## src/hdl/ifrs_pkg.sv

```systemverilog
package ifrs_pkg;

    // Population storage.
    localparam int POP_SIZE  = 64;
    localparam int IDX_W     = $clog2(POP_SIZE);
    localparam int CNT_W     = IDX_W + 1;

    // Field and weight widths.
    localparam int ACT_W     = 2;
    localparam int FIT_W     = 16;
    localparam int RAND_BITS = 16;
    localparam int W_W       = 32;
    localparam int TOT_W     = W_W + IDX_W;
    localparam int HI_W      = TOT_W - RAND_BITS;
    localparam int STEP_W    = $clog2(W_W);

    // The fixed-point value 1.0 is the all-ones weight.
    localparam logic [W_W-1:0] WEIGHT_ONE = '1;

    typedef enum logic [ACT_W-1:0] {
        ACT_LOAD  = 2'd0,
        ACT_CLEAR = 2'd1,
        ACT_DRAW  = 2'd2
    } t_action;

    typedef enum logic [2:0] {
        ST_IDLE,
        ST_DIV,
        ST_MUL,
        ST_ADD,
        ST_SCAN,
        ST_OUT
    } t_state;

    typedef enum logic {
        STAT_OK    = 1'b0,
        STAT_EMPTY = 1'b1
    } t_status;

endpackage

```

## src/hdl/ifrs_if.sv

```systemverilog
// Input channel: one item per action.
interface ifrs_item_if
    import ifrs_pkg::*;
();
    logic             valid;
    logic             ready;
    logic [ACT_W-1:0] action;
    logic [FIT_W-1:0] fitness;
    logic [RAND_BITS-1:0] random_fraction;

    modport source (output valid, output action, output fitness, output random_fraction,
                    input ready);
    modport sink   (input valid, input action, input fitness, input random_fraction,
                    output ready);
endinterface

// Result channel: one item per draw.
interface ifrs_result_if
    import ifrs_pkg::*;
();
    logic             valid;
    logic             ready;
    logic [IDX_W-1:0] selected_index;
    logic             status;

    modport source (output valid, output selected_index, output status, input ready);
    modport sink   (input valid, input selected_index, input status, output ready);
endinterface

```

## src/hdl/inverse_fitness_roulette_select.sv

```systemverilog
// Channel    Dir  Handshake     Payload
// i_item     in   valid/ready   action, fitness, random_fraction
// o_result   out  valid/ready   selected_index, status
//
// One item is worked on at a time; i_item.ready is high only while idle.
// A load of a nonzero fitness runs the bit-serial reciprocal divider (ST_DIV);
// a zero fitness, a full store, a clear or an unused code finish in ST_IDLE.
// A draw passes through ST_MUL, ST_ADD and ST_SCAN to ST_OUT: the scan reads
// the weight memory once per cycle. An empty draw goes straight to ST_OUT.
// Reset empties the population; the weight memory is not cleared.
// A stalled result waits in the output register; a new item is taken meanwhile.
module inverse_fitness_roulette_select
    import ifrs_pkg::*;
(
    input  logic          i_clk,
    input  logic          i_rst_n,
    ifrs_item_if.sink     i_item,
    ifrs_result_if.source o_result
);

    // Weight memory, one synchronous read port and one write port.
    logic [W_W-1:0]   mem [POP_SIZE];
    logic             mem_we;
    logic [IDX_W-1:0] mem_wa;
    logic [W_W-1:0]   mem_wd;
    logic             rd_en;
    logic [IDX_W-1:0] rd_addr;
    logic [W_W-1:0]   r_rdata;

    // Control and datapath registers.
    t_state             r_state, n_state;
    logic [CNT_W-1:0]   r_cnt, n_cnt;
    logic [TOT_W-1:0]   r_total, n_total;
    logic [FIT_W-1:0]   r_div, n_div;
    logic [FIT_W-1:0]   r_rem, n_rem;
    logic [W_W-1:0]     r_quo, n_quo;
    logic [STEP_W-1:0]  r_step, n_step;
    logic [RAND_BITS-1:0] r_frac, n_frac;
    logic [TOT_W-1:0]   r_prod_hi;
    logic [2*RAND_BITS-1:0] r_prod_lo;
    logic [TOT_W-1:0]   r_target, n_target;
    logic [CNT_W-1:0]   r_addr, n_addr;
    logic               r_rd_valid, n_rd_valid;
    logic [IDX_W-1:0]   r_rd_idx;
    logic [TOT_W-1:0]   r_cum, n_cum;
    logic [IDX_W-1:0]   r_pick, n_pick;
    logic               r_status, n_status;
    logic               r_out_valid, n_out_valid;
    logic [IDX_W-1:0]   r_out_idx;
    logic               r_out_status;
    logic               out_load;

    // Divider step and scan helpers.
    logic [FIT_W:0]     rem_sh;
    logic               rem_ge;
    logic [W_W-1:0]     quo_nx;
    logic [TOT_W-1:0]   cum_nx;
    logic               in_accept;

    assign in_accept = i_item.valid && i_item.ready;
    assign i_item.ready = (r_state == ST_IDLE);

    assign o_result.valid          = r_out_valid;
    assign o_result.selected_index = r_out_idx;
    assign o_result.status         = r_out_status;

    // Restoring division of all ones by the fitness: the shifted-in
    // dividend bit is always one.
    always_comb begin
        rem_sh = {r_rem, 1'b1};
        rem_ge = (rem_sh >= {1'b0, r_div});
        quo_nx = {r_quo[W_W-2:0], rem_ge};
    end

    assign cum_nx = r_cum + TOT_W'(r_rdata);

    // Next state, memory controls and result selection.
    always_comb begin
        n_state     = r_state;
        n_cnt       = r_cnt;
        n_total     = r_total;
        n_div       = r_div;
        n_rem       = r_rem;
        n_quo       = r_quo;
        n_step      = r_step;
        n_frac      = r_frac;
        n_target    = r_target;
        n_addr      = r_addr;
        n_rd_valid  = 1'b0;
        n_cum       = r_cum;
        n_pick      = r_pick;
        n_status    = r_status;
        mem_we      = 1'b0;
        mem_wa      = r_cnt[IDX_W-1:0];
        mem_wd      = WEIGHT_ONE;
        rd_en       = 1'b0;
        rd_addr     = r_addr[IDX_W-1:0];
        out_load    = 1'b0;

        unique case (r_state)
            ST_IDLE: begin
                if (in_accept) begin
                    unique case (i_item.action)
                        ACT_LOAD: begin
                            if (r_cnt != CNT_W'(POP_SIZE)) begin
                                if (i_item.fitness == '0) begin
                                    mem_we  = 1'b1;
                                    n_cnt   = r_cnt + 1'b1;
                                    n_total = r_total + TOT_W'(WEIGHT_ONE);
                                end else begin
                                    n_div   = i_item.fitness;
                                    n_rem   = '0;
                                    n_quo   = '0;
                                    n_step  = '0;
                                    n_state = ST_DIV;
                                end
                            end
                        end
                        ACT_CLEAR: begin
                            n_cnt   = '0;
                            n_total = '0;
                        end
                        ACT_DRAW: begin
                            if (r_cnt == '0) begin
                                n_pick   = '0;
                                n_status = STAT_EMPTY;
                                n_state  = ST_OUT;
                            end else begin
                                n_frac  = i_item.random_fraction;
                                n_state = ST_MUL;
                            end
                        end
                        default: begin
                            n_state = ST_IDLE;
                        end
                    endcase
                end
            end
            ST_DIV: begin
                n_rem  = rem_ge ? FIT_W'(rem_sh - {1'b0, r_div}) : FIT_W'(rem_sh);
                n_quo  = quo_nx;
                n_step = r_step + 1'b1;
                if (r_step == STEP_W'(W_W - 1)) begin
                    mem_we  = 1'b1;
                    mem_wd  = quo_nx;
                    n_cnt   = r_cnt + 1'b1;
                    n_total = r_total + TOT_W'(quo_nx);
                    n_state = ST_IDLE;
                end
            end
            ST_MUL: begin
                n_state = ST_ADD;
            end
            ST_ADD: begin
                n_target = r_prod_hi + TOT_W'(r_prod_lo[2*RAND_BITS-1:RAND_BITS]);
                n_addr   = '0;
                n_cum    = '0;
                n_state  = ST_SCAN;
            end
            ST_SCAN: begin
                // Each read's data is compared in the cycle after it is issued.
                if (r_addr < r_cnt) begin
                    rd_en      = 1'b1;
                    n_rd_valid = 1'b1;
                    n_addr     = r_addr + 1'b1;
                end
                if (r_rd_valid) begin
                    n_cum = cum_nx;
                    if (cum_nx >= r_target || {1'b0, r_rd_idx} == r_cnt - 1'b1) begin
                        n_pick     = r_rd_idx;
                        n_status   = STAT_OK;
                        n_rd_valid = 1'b0;
                        rd_en      = 1'b0;
                        n_state    = ST_OUT;
                    end
                end
            end
            ST_OUT: begin
                if (!r_out_valid || o_result.ready) begin
                    out_load = 1'b1;
                    n_state  = ST_IDLE;
                end
            end
            default: begin
                n_state = ST_IDLE;
            end
        endcase

        // Output register handshake.
        if (out_load) begin
            n_out_valid = 1'b1;
        end else if (o_result.ready) begin
            n_out_valid = 1'b0;
        end else begin
            n_out_valid = r_out_valid;
        end
    end

    // Control state.
    always_ff @(posedge i_clk) begin
        if (!i_rst_n) begin
            r_state     <= ST_IDLE;
            r_cnt       <= '0;
            r_total     <= '0;
            r_rd_valid  <= 1'b0;
            r_out_valid <= 1'b0;
        end else begin
            r_state     <= n_state;
            r_cnt       <= n_cnt;
            r_total     <= n_total;
            r_rd_valid  <= n_rd_valid;
            r_out_valid <= n_out_valid;
        end
    end

    // Datapath registers.
    always_ff @(posedge i_clk) begin
        r_div     <= n_div;
        r_rem     <= n_rem;
        r_quo     <= n_quo;
        r_step    <= n_step;
        r_frac    <= n_frac;
        r_target  <= n_target;
        r_addr    <= n_addr;
        r_cum     <= n_cum;
        r_pick    <= n_pick;
        r_status  <= n_status;
        r_rd_idx  <= r_addr[IDX_W-1:0];
        // Target split into high and low partial products.
        r_prod_hi <= {{RAND_BITS{1'b0}}, r_total[TOT_W-1:RAND_BITS]} *
                     {{HI_W{1'b0}}, r_frac};
        r_prod_lo <= r_total[RAND_BITS-1:0] * r_frac;
        if (out_load) begin
            r_out_idx    <= r_pick;
            r_out_status <= r_status;
        end
    end

    // Weight memory write and registered read.
    always_ff @(posedge i_clk) begin
        if (mem_we) begin
            mem[mem_wa] <= mem_wd;
        end
        if (rd_en) begin
            r_rdata <= mem[rd_addr];
        end
    end

endmodule

```

## src/flat_wrapper.sv

```systemverilog
// flat-port wrapper written by rule: the top's interface ports become plain ports
module inverse_fitness_roulette_select_flat import ifrs_pkg::*;
  (i_clk, i_rst_n, i_item_valid, i_item_action, i_item_fitness, i_item_random_fraction, i_item_ready, o_result_valid, o_result_selected_index, o_result_status, o_result_ready);
  ifrs_item_if i_item_i ();
  ifrs_result_if o_result_i ();
  input  logic i_clk;
  input  logic i_rst_n;
  input wire logic [$bits(i_item_i.valid)-1:0] i_item_valid;
  input wire logic [$bits(i_item_i.action)-1:0] i_item_action;
  input wire logic [$bits(i_item_i.fitness)-1:0] i_item_fitness;
  input wire logic [$bits(i_item_i.random_fraction)-1:0] i_item_random_fraction;
  output wire logic [$bits(i_item_i.ready)-1:0] i_item_ready;
  output wire logic [$bits(o_result_i.valid)-1:0] o_result_valid;
  output wire logic [$bits(o_result_i.selected_index)-1:0] o_result_selected_index;
  output wire logic [$bits(o_result_i.status)-1:0] o_result_status;
  input wire logic [$bits(o_result_i.ready)-1:0] o_result_ready;
  assign i_item_i.valid = i_item_valid;
  assign i_item_i.action = i_item_action;
  assign i_item_i.fitness = i_item_fitness;
  assign i_item_i.random_fraction = i_item_random_fraction;
  assign i_item_ready = i_item_i.ready;
  assign o_result_valid = o_result_i.valid;
  assign o_result_selected_index = o_result_i.selected_index;
  assign o_result_status = o_result_i.status;
  assign o_result_i.ready = o_result_ready;
  inverse_fitness_roulette_select u_core (.i_clk(i_clk), .i_rst_n(i_rst_n), .i_item(i_item_i), .o_result(o_result_i));
endmodule
```

## config.mk

```make
export PLATFORM = sky130hd
export DESIGN_NAME = inverse_fitness_roulette_select_flat
export DESIGN_NICKNAME = d
export VERILOG_FILES = /design/src/hdl/ifrs_pkg.sv /design/src/hdl/ifrs_if.sv /design/src/hdl/inverse_fitness_roulette_select.sv /design/src/flat_wrapper.sv
export SDC_FILE = /design/constraint.sdc
export NUM_CORES = 2
export LEC_CHECK = 0
export ABC_AREA = 1
export BUFFER_PORTS_ARGS = -buffer_cell sky130_fd_sc_hd__buf_4
export CORE_ASPECT_RATIO = 1.2
export CORE_MARGIN = 2
export CORE_UTILIZATION = 40
export CTS_BUF_LIST = sky130_fd_sc_hd__clkbuf_16
export CTS_CLUSTER_SIZE = 30
export DETAILED_ROUTE_END_ITERATION = 16
export PLACE_DENSITY = 0.55
export SLEW_MARGIN = 20
export SYNTH_ARGS = -nofsm -noshare
export SYNTH_HDL_FRONTEND = slang
export SYNTH_SLANG_ARGS = --single-unit
```

## constraint.sdc

```tcl
create_clock -name i_clk -period 7.1 [get_ports i_clk]
set_input_delay 1.42 -clock i_clk [delete_from_list [all_inputs] [get_ports i_clk]]
set_output_delay 1.42 -clock i_clk [all_outputs]
set_load 0.01 [all_outputs]
```

== Yosys cells after proc, flatten, opt, wreduce, memory -nomap -nowiden ==
Memories as Yosys holds them, arrays and structs flattened. A register that Yosys moved wholly into a read port is not among the register bits.
Cells that the tools add are included.

* Bits in registers: 307
* Memories kept: 1
* Output and inout port bits: 9
* RAM bits: 2,048
* Input bits: 38
* Logic and storage cells: 155

{| class="wikitable"
|+ Memory list
! memory !! words !! bits a word !! rd ports !! clocked after memory_dff !! write ports !! line !! source
|-
| u_core.mem || 64 || 32 || 1 || 1 || 1 || inverse_fitness_roulette_select.sv:22 || <nowiki>logic [W_W-1:0] mem [POP_SIZE];</nowiki>
|}

* Add/sub/neg operators: 9
* Reductions and logical operators: 20
* Multiply operators: 2
* Mux-type cells: 72
* $lt $le $gt $ge: 3
* Equal/unequal tests: 26
* Bitwise gates (word level): 2

{| class="wikitable"
|+ Operators with widths
! operator !! number
|-
| 38-bit case mux with 2 select lines || 3
|-
| 38-bit two-way mux || 5
|-
| 31-bit two-way mux || 4
|-
| 16-bit two-way mux || 5
|-
| 38-bit by 32-bit adder with 38-bit output || 2
|-
| 32-bit two-way mux || 2
|-
| 31-bit case mux with 2 select lines || 1
|-
| 7-bit case mux with 2 select lines || 3
|-
| 38-bit by 16-bit adder with 38-bit output || 1
|-
| 38-bit by 32-bit adder with 38-bit output (second input constant) || 1
|-
| 38-bit greater-or-equal comparator || 1
|-
| 22-bit by 16-bit multiplier with 38-bit output || 1
|-
| 7-bit two-way mux || 5
|-
| 16-bit by 16-bit multiplier with 32-bit output || 1
|-
| 16-bit case mux with 2 select lines || 1
|-
| 6-bit two-way mux || 5
|-
| 3-bit two-way mux || 8
|-
| 1-bit two-way mux || 20
|-
| 5-bit two-way mux || 4
|-
| 3-bit case mux with 6 select lines || 1
|-
| 17-bit by 16-bit greater-or-equal comparator with 1-bit output || 1
|-
| 16-bit zero test || 1
|-
| 16-bit subtractor || 1
|-
| 7-bit by 1-bit adder with 7-bit output (second input constant) || 2
|-
| other kinds (31) || 55
|}

== Depth between registers and ports, before layout ==
* Word-level depth: 8
* Mapped depth: 33

== Worst setup path after synthesis ==
OpenSTA, ideal clock, no wires.

* Path kind: input -> register
* Start point: in i_item_fitness[0]
* End point: reg u_core.r_quo[0], enable pin
* Setup slack: 1.180 ns
* Required time: 6.566 ns
* Path buffers: 0
* Arrival time: 5.386 ns
* Setup time: 0.534 ns
* Cell stages on the path: 6
* Path through: nor2_1 nand2_1 nor2_1 nand2_1 nand3_1 o21ai_0

* Word-level cells in the longest chain between the ends: 3

{| class="wikitable"
|+ Ends and longest elaborated chain
! element !! line !! source
|-
| start: declaration || flat_wrapper.sv:10 || <nowiki>input wire logic [$bits(i_item_i.fitness)-1:0] i_item_fitness;</nowiki>
|-
| 16-bit zero test || inverse_fitness_roulette_select.sv:106 || <nowiki>if (i_item.fitness == '0) begin</nowiki>
|-
| 2-bit inequality test (no source line) || -- ||
|-
| 5-bit AND reduction (no source line) || -- ||
|-
| end signal: assignment || inverse_fitness_roulette_select.sv:220 || <nowiki>r_quo <= n_quo;</nowiki>
|-
| end: declaration || inverse_fitness_roulette_select.sv:36 || <nowiki>logic [W_W-1:0] r_quo, n_quo;</nowiki>
|}

No other way between the ends.
A chain may end at the register's enable or synchronous reset.

== Final worst setup path ==
* Start point: reg u_core.r_frac[2]
* End point: reg u_core.r_prod_lo[23]

* Word-level cells in the longest chain between the ends: 1

{| class="wikitable"
|+ Ends and longest elaborated chain
! element !! line !! source
|-
| start: declaration || inverse_fitness_roulette_select.sv:38 || <nowiki>logic [RAND_BITS-1:0] r_frac, n_frac;</nowiki>
|-
| start signal: assignment || inverse_fitness_roulette_select.sv:222 || <nowiki>r_frac <= n_frac;</nowiki>
|-
| 16-bit by 16-bit multiplier with 32-bit output || inverse_fitness_roulette_select.sv:232 || <nowiki>r_prod_lo <= r_total[RAND_BITS-1:0] * r_frac;</nowiki>
|-
| end signal: assignment || inverse_fitness_roulette_select.sv:232 ||
|-
| end: declaration || inverse_fitness_roulette_select.sv:40 || <nowiki>logic [2*RAND_BITS-1:0] r_prod_lo;</nowiki>
|}

No other way between the ends.

==> metrics <==
Post-CTS Setup Bufs=0; cts repair resizes=0; YS warnings=0; post-route ant nets=0; FF-to-FF End=u_core.r_prod_lo[23]; CP Cell Sequence=buf_4 -> nand2_1 -> fa_1 -> inv_1 -> fa_1 -> inv_1 -> fa_1 -> fa_1 -> inv_1 -> fa_1 -> fa_1 -> ha_1 -> nand2_1 -> inv_1 -> nand2_1 -> o21ai_0 -> a21oi_1 -> o21ai_0 -> nand2_1 -> nand3_1 -> nand2_1; Rel. slew slack=about a fifth; die footprint=between 300,000 and 400,000 um2; NumNets Final=about 12,000; Cell Rows=around 220; Place WS=0.812 ns; max-cap violations=0; Die H=a little over 600 um; CP Capture Type=flip-flop; total grt overflow=0; I/O pin total=47; slowest CP cell=edfxtp_1; Synth area leaders=edfxtp_1 56%, fa_1 7.9%, nand2_1 5.1%; Leak=45.2 nW; PnR worst setup slack=0.779 ns; Mapped Nets=12,200; share of cells above drive strength 1=6.71%; Final Skew=0.126 ns; drt first pass iters=6; commonest non-fill, non-tap cells in the layout=2,261 x edfxtp_1, 1,611 x nand2_1, 1,486 x nor2_1; multi-input logic area=43,800 um2; ys flop type=edfxtp_1; Final Setup Violations=0; setup TNS=0 ns; GRT Util Overall=between 20 and 25%; cell count after synthesis=11,400; cell area after synthesis=121,000 um2; Worst Hold Class=flip-flop to flip-flop; commonest non-fill, non-tap cell in the layout=edfxtp_1; filler cell count=28,000; Hold Path Stages=0; R2R cell count=21; Yosys cell types=51; most frequent CP cell=fa_1; RSZ-0062 raised after global routing=false; Seq pwr share=about a third; initial antenna violation count=24; vias per cell=approximately 5.5; CTS H-Tree Depth=4; cell taking the most area after synthesis=edfxtp_1; number of port buffers=46; status=complete, no violations; Max stage delay on crit path=0.92 ns; P_sw=20.9 mW; Setup Crit Path Kind=flip-flop to flip-flop; initial drt markers=around 9,000; routed wl met3=~25 mm; Max Slew Vio Count=0; post-layout minimum cycle time=6.32 ns; Comb pwr share=42.9%; ys async rst share=0%; critical-path maximum fanout=16; Die W=506 um; internal power=between 30 and 40 mW; Worst Tran Pin Value=1.18 ns; fmax=around 0.16 GHz; clock sink total=2,371; # DRC=0; average cell area after synthesis=10.6 um2; Initial Util=40.1%; final count of hold timing violations=0; pin count of the biggest net entering global routing=a little over 200; first-pass GRT wire length=557 mm; uppermost layer routed=met5; WL met2=180 mm; WL final=379 mm; hpwl dp=241 mm; Hold Path End=u_core.r_rd_idx[3]; Skew-Pair Late Insertion Delay=between 0.9 and 1 ns; clock network fraction of total power=roughly a quarter; CTS Buf Count=240; FF-to-FF setup slack=0.78 ns; startpoint types=flip-flop; Longest Clk Path Bufs=4; Net Sw Frac=about two fifths; M1 wire length=roughly 160 mm; min-delay src=u_core.r_addr[3]; GP Congestion=0.906; maximum vdd drop=0.467 mV; CP Data Arrival Time=7.08 ns; via count=around 86,000; number of global-route vias before repair=84,800; R2R Path Start=u_core.r_frac[2]; CTS clk-pin slew, worst paths=around 0.06 ns; CTS root buf=clkbuf_16; PwrDens=around 380 nW/um2; Post-synth EDFFs=2,261; WP data required=approximately 8 ns; register area=70,100 um2; Core Box Area=301,000 um2; fin crit share=89.0%; Area Overhead vs Synth=11.1%; synthesis-stage register bit count=roughly 2,400; Util after Layout=44.5%; Yosys top cell area share=a little under three fifths; sequential area share after synthesis=roughly three fifths; CTS tree=built; cts hold-fix bufs=0; routed length per instance=24.5 um
[cell families (layout without fill, tap and decap cells)]
kind of cell,after synthesis,count (layout),synth area share (%)
AOI/OAI and AO/OA,2271,2271,10.7
xor gates and xnor gates,120,120,0.870
adders and majority gates,831,831,11.6
buffers and inverters,1949,2073,6.21
DFF,2371,2371,58.0
other,0,7,0
and+or+nand+nor,3809,3809,12.6
[state kept, by name (all words and copies together), names as in the netlist, 6 cells and up]
register                        cells
u_core.r_prod_hi                   38
u_core.r_addr                       7
u_core.r_cnt                        7
u_core.mem                       2048
u_core.r_total                     38
u_core.r_rd_idx                     6
u_core.r_rem                       16
u_core.r_target                    38
u_core.o_result.selected_index      6
u_core.r_div                       16
u_core.r_cum                       38
u_core.r_frac                      16
u_core.r_rdata                     32
u_core.r_quo                       31
u_core.r_pick                       6
u_core.r_prod_lo                   16
[synth_stat cells, drive strengths merged (193+ instances only)]
| cell | count |
|---|---|
| edfxtp | 2261 |
| buf | 193 |
| inv | 1336 |
| o21ai | 1235 |
| fa | 475 |
| a21oi | 364 |
| nor2 | 1560 |
| o221ai | 205 |
| nand3 | 457 |
| clkbuf | 413 |
| o22ai | 303 |
| ha | 356 |
| nand2 | 1646 |
[metal layers]
layer	global-route usage (%)	vias up
met5	0	-
met2	40.4	3060
li1	-	38700
met1	32.9	43500
met4	8.57	4
met3	2.55	618
[metrics by stage]
stage          area (um2)  hold slack [ns]  total power, mW  std cells
6_report           134000            0.518             51.0      15500
5_1_grt            134000            0.528             54.7      15500
2_1_floorplan      121000            0.375             31.6      11400
3_5_place_dp       126000            0.533             38.9      15100
4_1_cts            134000            0.509             51.4      15500
3_3_place_gp       126000            0.535             38.9      15000
[critical path: cells and delay by family (launching register included)]
kind	cells	cell delay (ns)
AOI/OAI and AO/OA	3	0.79
and+or+nand+nor	6	0.57
adders and majority gates	7	3.33
DFF	1	0.92
buffers and inverters	5	0.59
[power by group through the flow]
stage                     logic, mW  registers (mW)  clock network (mW)
after floorplan                15.2            16.3                   0
after global placement         21.9            16.9                   0
after detailed placement       22.0            16.9                   0
after CTS                      22.1            16.6                12.7
after global routing           24.9            16.7                13.2
final                          21.9            16.6                12.5
[area by class of cell]
cell class | instances | share of cell area [%]
repair buffers | 291 | 1.87
flip-flops and latches | 2371 | 52.3
inverters | 1343 | 3.78
clock buffers | 243 | 4.53
clock inverters | 196 | 1.16
diodes | 7 | 0.0131
multi-input cells | 7031 | 32.6
well taps | 4014 | 3.74
[worst max-delay path by stage]
stage	depth (start not counted)	from	to
floorplan	6	i_item_fitness[0]	u_core.r_quo[0]
global placement	21	u_core.r_frac[2]	u_core.r_prod_hi[37]
detailed placement	23	u_core.r_frac[3]	u_core.r_prod_lo[31]
CTS	23	u_core.r_frac[3]	u_core.r_prod_lo[31]
global route	21	u_core.r_frac[2]	u_core.r_prod_hi[37]
finish	21	u_core.r_frac[2]	u_core.r_prod_lo[23]
Note: power is estimated with default switching activity, not from simulation.
